[config.mk]
export PLATFORM = sky130hd
export DESIGN_NAME = bsst_gap_unit
export DESIGN_NICKNAME = d
export VERILOG_FILES = /design/src/design/bsst_pkg.sv /design/src/design/bsst_gap_unit.sv
export SDC_FILE = /design/constraint.sdc
export NUM_CORES = 1
export LEC_CHECK = 0
export BUFFER_PORTS_ARGS = -buffer_cell sky130_fd_sc_hd__buf_2
export CAP_MARGIN = 10
export CORE_MARGIN = 10
export CORE_UTILIZATION = 30
export CTS_BUF_LIST = sky130_fd_sc_hd__clkbuf_4 sky130_fd_sc_hd__clkbuf_8
export DETAILED_ROUTE_END_ITERATION = 16
export GPL_TIMING_DRIVEN = 0
export PLACE_DENSITY = 0.46
export SYNTH_ARGS = -nofsm -noshare
export SYNTH_HDL_FRONTEND = slang
export SYNTH_SLANG_ARGS = --single-unit
[constraint.sdc]
create_clock -name i_clk -period 3.2 [get_ports i_clk]
set_clock_uncertainty 0.05 [all_clocks]
set_input_delay 0.32 -clock i_clk [delete_from_list [all_inputs] [get_ports i_clk]]
set_output_delay 0.32 -clock i_clk [all_outputs]
set_load 0.005 [all_outputs]
[src/design/bsst_pkg.sv]
// shared types, constants and helpers for the bounded set span tracker
// no dependencies

package bsst_pkg;

    localparam int unsigned CNT_W    = 11;
    localparam int unsigned VAL_W    = 32;
    localparam int unsigned GAP_W    = 33;
    localparam int unsigned IN_DW    = 40;
    localparam int unsigned OUT_DW   = 80;

    localparam logic [VAL_W-1:0] SIGN_BIAS      = 32'h8000_0000;
    localparam logic [GAP_W-1:0] GAP_ALL_ONES   = {GAP_W{1'b1}};
    localparam logic [CNT_W-1:0] MAX_SIZE_RESET = 11'd10;

    // control from the sequencer to the gap unit
    typedef struct packed {
        logic clear;   // return the smallest gap to all ones
        logic sample;  // a stored word is on the read data bus
    } t_gap_ctrl;

    function automatic logic [VAL_W-1:0] abs_diff(input logic [VAL_W-1:0] a,
                                                   input logic [VAL_W-1:0] b);
        return (a > b) ? (a - b) : (b - a);
    endfunction

endpackage

[src/design/bsst_gap_unit.sv]
// smallest pairwise gap: registered distance, then running minimum
// depends on bsst_pkg

module bsst_gap_unit
    import bsst_pkg::*;
(
    input  logic             i_clk,
    input  logic             i_rst_n,
    input  t_gap_ctrl        i_ctrl,
    input  logic [VAL_W-1:0] i_new_word,
    input  logic [VAL_W-1:0] i_stored_word,
    output logic [GAP_W-1:0] o_gap,
    output logic             o_busy
);

    logic [VAL_W-1:0] r_dist;
    logic             r_dist_vld;
    logic [GAP_W-1:0] r_gap;

    always_ff @(posedge i_clk) begin
        r_dist <= abs_diff(i_new_word, i_stored_word);
    end

    always_ff @(posedge i_clk) begin
        if (!i_rst_n) begin
            r_dist_vld <= 1'b0;
            r_gap      <= GAP_ALL_ONES;
        end else begin
            r_dist_vld <= i_ctrl.sample;
            if (i_ctrl.clear) begin
                r_gap <= GAP_ALL_ONES;
            end else if (r_dist_vld && ({1'b0, r_dist} < r_gap)) begin
                r_gap <= {1'b0, r_dist};
            end
        end
    end

    assign o_gap  = r_gap;
    assign o_busy = r_dist_vld;

endmodule

==> summary.txt <==
Outcome: complete, no violations
Root Driver: clkbuf_8
Hold_ws: 0.133 ns
Power, Total: 2760 uW
Routed WL: 17500 microns
Async S/R FF share, synth: 0%
DR vias/cell: 4.71
Post-synth top area cell: dfxtp_1
Max Root-Sink Buffers: 2
RSZ-0062 raised after global routing: yes
Yosys warning count: 0
Sequential share of the synthesized area: 21.7%
Final nets: 1043
Hold path depth: 2
Switching Share: 38.5%
Max IR drop VDD: 0.145 mV
Post-CTS Resized: 1
H-tree depth: 3
DR iter-0 viols: 252
Starting Density: 30.3%
IO Pins: 102
Syn avg cell area: 7.95 sq um
Worst slew margin: 63.9%
Internal: 1700 uW
Synth top area cells: dfxtp_1 (22%), ha_1 (19%), mux2i_1 (7.5%), inv_1 (6.5%), a21oi_1 (6.2%)
Pin count of the biggest net entering global routing: 15
Global Route Usage Sum: 13.2%
Worst EP required: 3.40 ns
Final HPWL DP: 14800 microns
Row count: 52
Hold/Removal Path Class: input port to register
Area grow syn2layout: 17.1%
Routability cong.: 0.880
PnR worst setup slack: 0.153 ns
Hold EP: o_busy
Ys flop type: dfxtp_1
R2R cell count: 12
Number of global-route vias before repair: 5527
Crit start category: input port
Initial antenna violation count: 0
Final Hold Viols: 0
Sequential share of power: 38.1%
Crit share post-route: 95.2%
Fraction of layout cells with a size suffix above 1: 16.7%
Switching Power: 1060 uW
Max Slew Vio Count: 0
Post-route ant nets: 0
Core area: 0.0201 sq mm
CTS tree: yes
CP Data Arrival Time: 3.24 ns
Post-synth top area share: 21.7%
Synth cell types: 58
First-pass GRT wire length: 28800 microns
RR Endpoint: o_gap[17]
Vias: 5430
Die extent in y: 163 microns
Final setup viols: 0
Die X: 163 microns
Drt wl/cell: 15.2 microns
Measured slew at the worst slew-check pin: 0.538 ns
Logic pwr share: 38.2%
TritonCTS Buffers: 9
Min-delay src: i_ctrl[0]
Residual DRC: 0
Postcts setup bufs: 0
Dpl ws: -0.416 ns
Clock network power share: 23.6%
CP endpoint kind: register
Reg2reg start: o_gap[16]
Max Clk Rate: 0.328 GHz
Hold_buf cts: 0
Post-route setup TNS: 0 ns
Setup Crit Path Kind: input port to register
Max-Cap Viols: 0
TritonCTS Sinks: 66
Total congestion overflow: 0
Synth Instances: 767
Synthesized area: 0.00610 sq mm
Input/output buffers: 101
Clock slew at reported path FFs: 0.08 ns
Ant diodes: 0
Seq cells post-synth: 66
Drt first pass iters: 4
PwrDens: 387 mW/mm^2
Worst-Skew Late Latency: 0.36 ns
Crit path max fanout: 10
Pleak: 0.00387 uW
R2r setup slk: 0.42 ns
Final min period: 3.05 ns
Post-Syn Nets: 931
Number of flops mapped to enable cells by yosys: 0
Die area: 0.0264 sq mm
[worst max-delay path: stages]
cell and delay, ns:
buf_2 0.09, inv_1 0.04, ha_1 0.22, fa_1 0.40, nor2b_1 0.20, nor3b_4 0.31
nor4_4 0.10, o31ai_4 0.35, a2111oi_4 0.17, o21ai_2 0.20, buf_6 0.19, clkbuf_4 0.27
nand2_1 0.07, o21ai_1 0.10, xnor2_1 0.20
[per-stage QoR]
| stage | cell area, sq um | instances | util (%) |
|---|---|---|---|
| after global placement | 6940 | 1138 | 34.5 |
| after CTS | 7140 | 1154 | 35.5 |
| after global routing | 7150 | 1154 | 35.5 |
| after detailed placement | 6940 | 1138 | 34.5 |
| final | 7150 | 1154 | 35.5 |
| after floorplan | 6100 | 767 | - |
[per-layer routing]
layer,vias up,track usage [%],routed length [microns]
li1,2868,-,-
met1,2428,18.8,9080
met2,123,19.8,7300
met3,11,2.83,957
met4,0,2.87,140
met5,-,0,0
[synthesized netlist by cell type, types with 2 or more instances]
library cell,n
inv_1,106
ha_1,94
a21oi_1,76
nand2_1,73
dfxtp_1,66
mux2i_1,46
o21ai_0,32
nor2_1,30
a21o_1,28
clkbuf_1,19
xnor2_1,17
nand4_1,13
nor2b_1,13
xor2_1,13
a211oi_1,11
o21a_1,11
buf_2,9
nand2b_1,7
a31oi_1,6
and2_1,6
nor3_1,6
o211ai_1,6
o21ai_1,6
o31ai_1,6
a2111oi_0,5
and3_1,5
and4_1,5
buf_6,5
nand3_1,5
o21bai_1,4
o221ai_1,3
or2_2,3
a211oi_2,2
fa_1,2
nor3b_1,2
nor4_1,2
o211a_1,2
o31ai_2,2
[how the worst max path moves through the flow]
| stage | cells past startpoint | slack [ns] | startpoint | end |
|---|---|---|---|---|
| after floorplan | 13 | 0.33 | i_new_word[0] | r_dist[16] |
| after global placement | 15 | -0.46 | i_new_word[0] | r_dist[8] |
| after detailed placement | 15 | -0.42 | i_new_word[0] | r_dist[8] |
| after CTS | 15 | 0.14 | i_new_word[0] | r_dist[8] |
| after global routing | 14 | -0.06 | i_new_word[0] | r_dist[16] |
| final | 15 | 0.15 | i_new_word[0] | r_dist[8] |
[layout make-up]
cell class | instances | area [sq um]
Tap cell | 270 | 338
Timing Repair Buffer | 101 | 505
Sequential cell | 66 | 1320
Clock buffer | 9 | 124
Clock inverter | 7 | 60.1
Fill cell | 2153 | 13000
Inverter | 106 | 398
Multi-Input combinational cell | 561 | 4220
Buffer | 34 | 181
[kinds of logic (layout without fill, tap and decap cells)]
logic type / count (synthesis) / after routing / synth area share (%)
AO/OA/AOI/OAI: 212 / 212 / 22.6
AND/OR/NAND/NOR: 176 / 176 / 14.3
buffers and inverters: 140 / 257 / 9.43
adder cells (fa/ha/maj): 96 / 96 / 19.9
flip-flops: 66 / 66 / 21.7
multiplexers: 47 / 47 / 7.77
XOR/XNOR: 30 / 30 / 4.31
[power by group through the flow]
stage / logic, uW / clock network, uW / registers, uW
global route: 1200 / 715 / 1070
floorplan: 748 / 0 / 1040
CTS: 1060 / 685 / 1050
detailed placement: 1050 / 0 / 1070
global placement: 1050 / 0 / 1070
finish: 1060 / 653 / 1050
[cells in the final DEF (no fill, tap or decap), types with 3 or more instances in the layout]
cell type	netlist	layout
inv_6	0	4
xor2_1	13	13
o221ai_1	3	3
a21oi_1	76	76
o21ai_0	32	32
o31ai_1	6	6
and2_1	6	6
dfxtp_1	66	66
a31oi_1	6	6
nand3_1	5	5
o21ai_1	6	6
or2_2	3	3
a211oi_1	11	11
a21o_1	28	28
nor2_1	30	30
nor2b_1	13	13
nand2b_1	7	7
o21a_1	11	11
clkbuf_1	19	18
and3_1	5	5
inv_1	106	106
xnor2_1	17	17
clkbuf_8	0	9
mux2i_1	46	46
o211ai_1	6	6
ha_1	94	94
nand4_1	13	13
buf_2	9	109
o21bai_1	4	4
nor3_1	6	6
nand2_1	73	73
a2111oi_0	5	5
and4_1	5	5
buf_6	5	5
[state kept, by name (all words and copies together), names as in the netlist]
register  cells
o_gap        33
r_dist       32
o_busy        1
(Power assumes the default switching activity.)
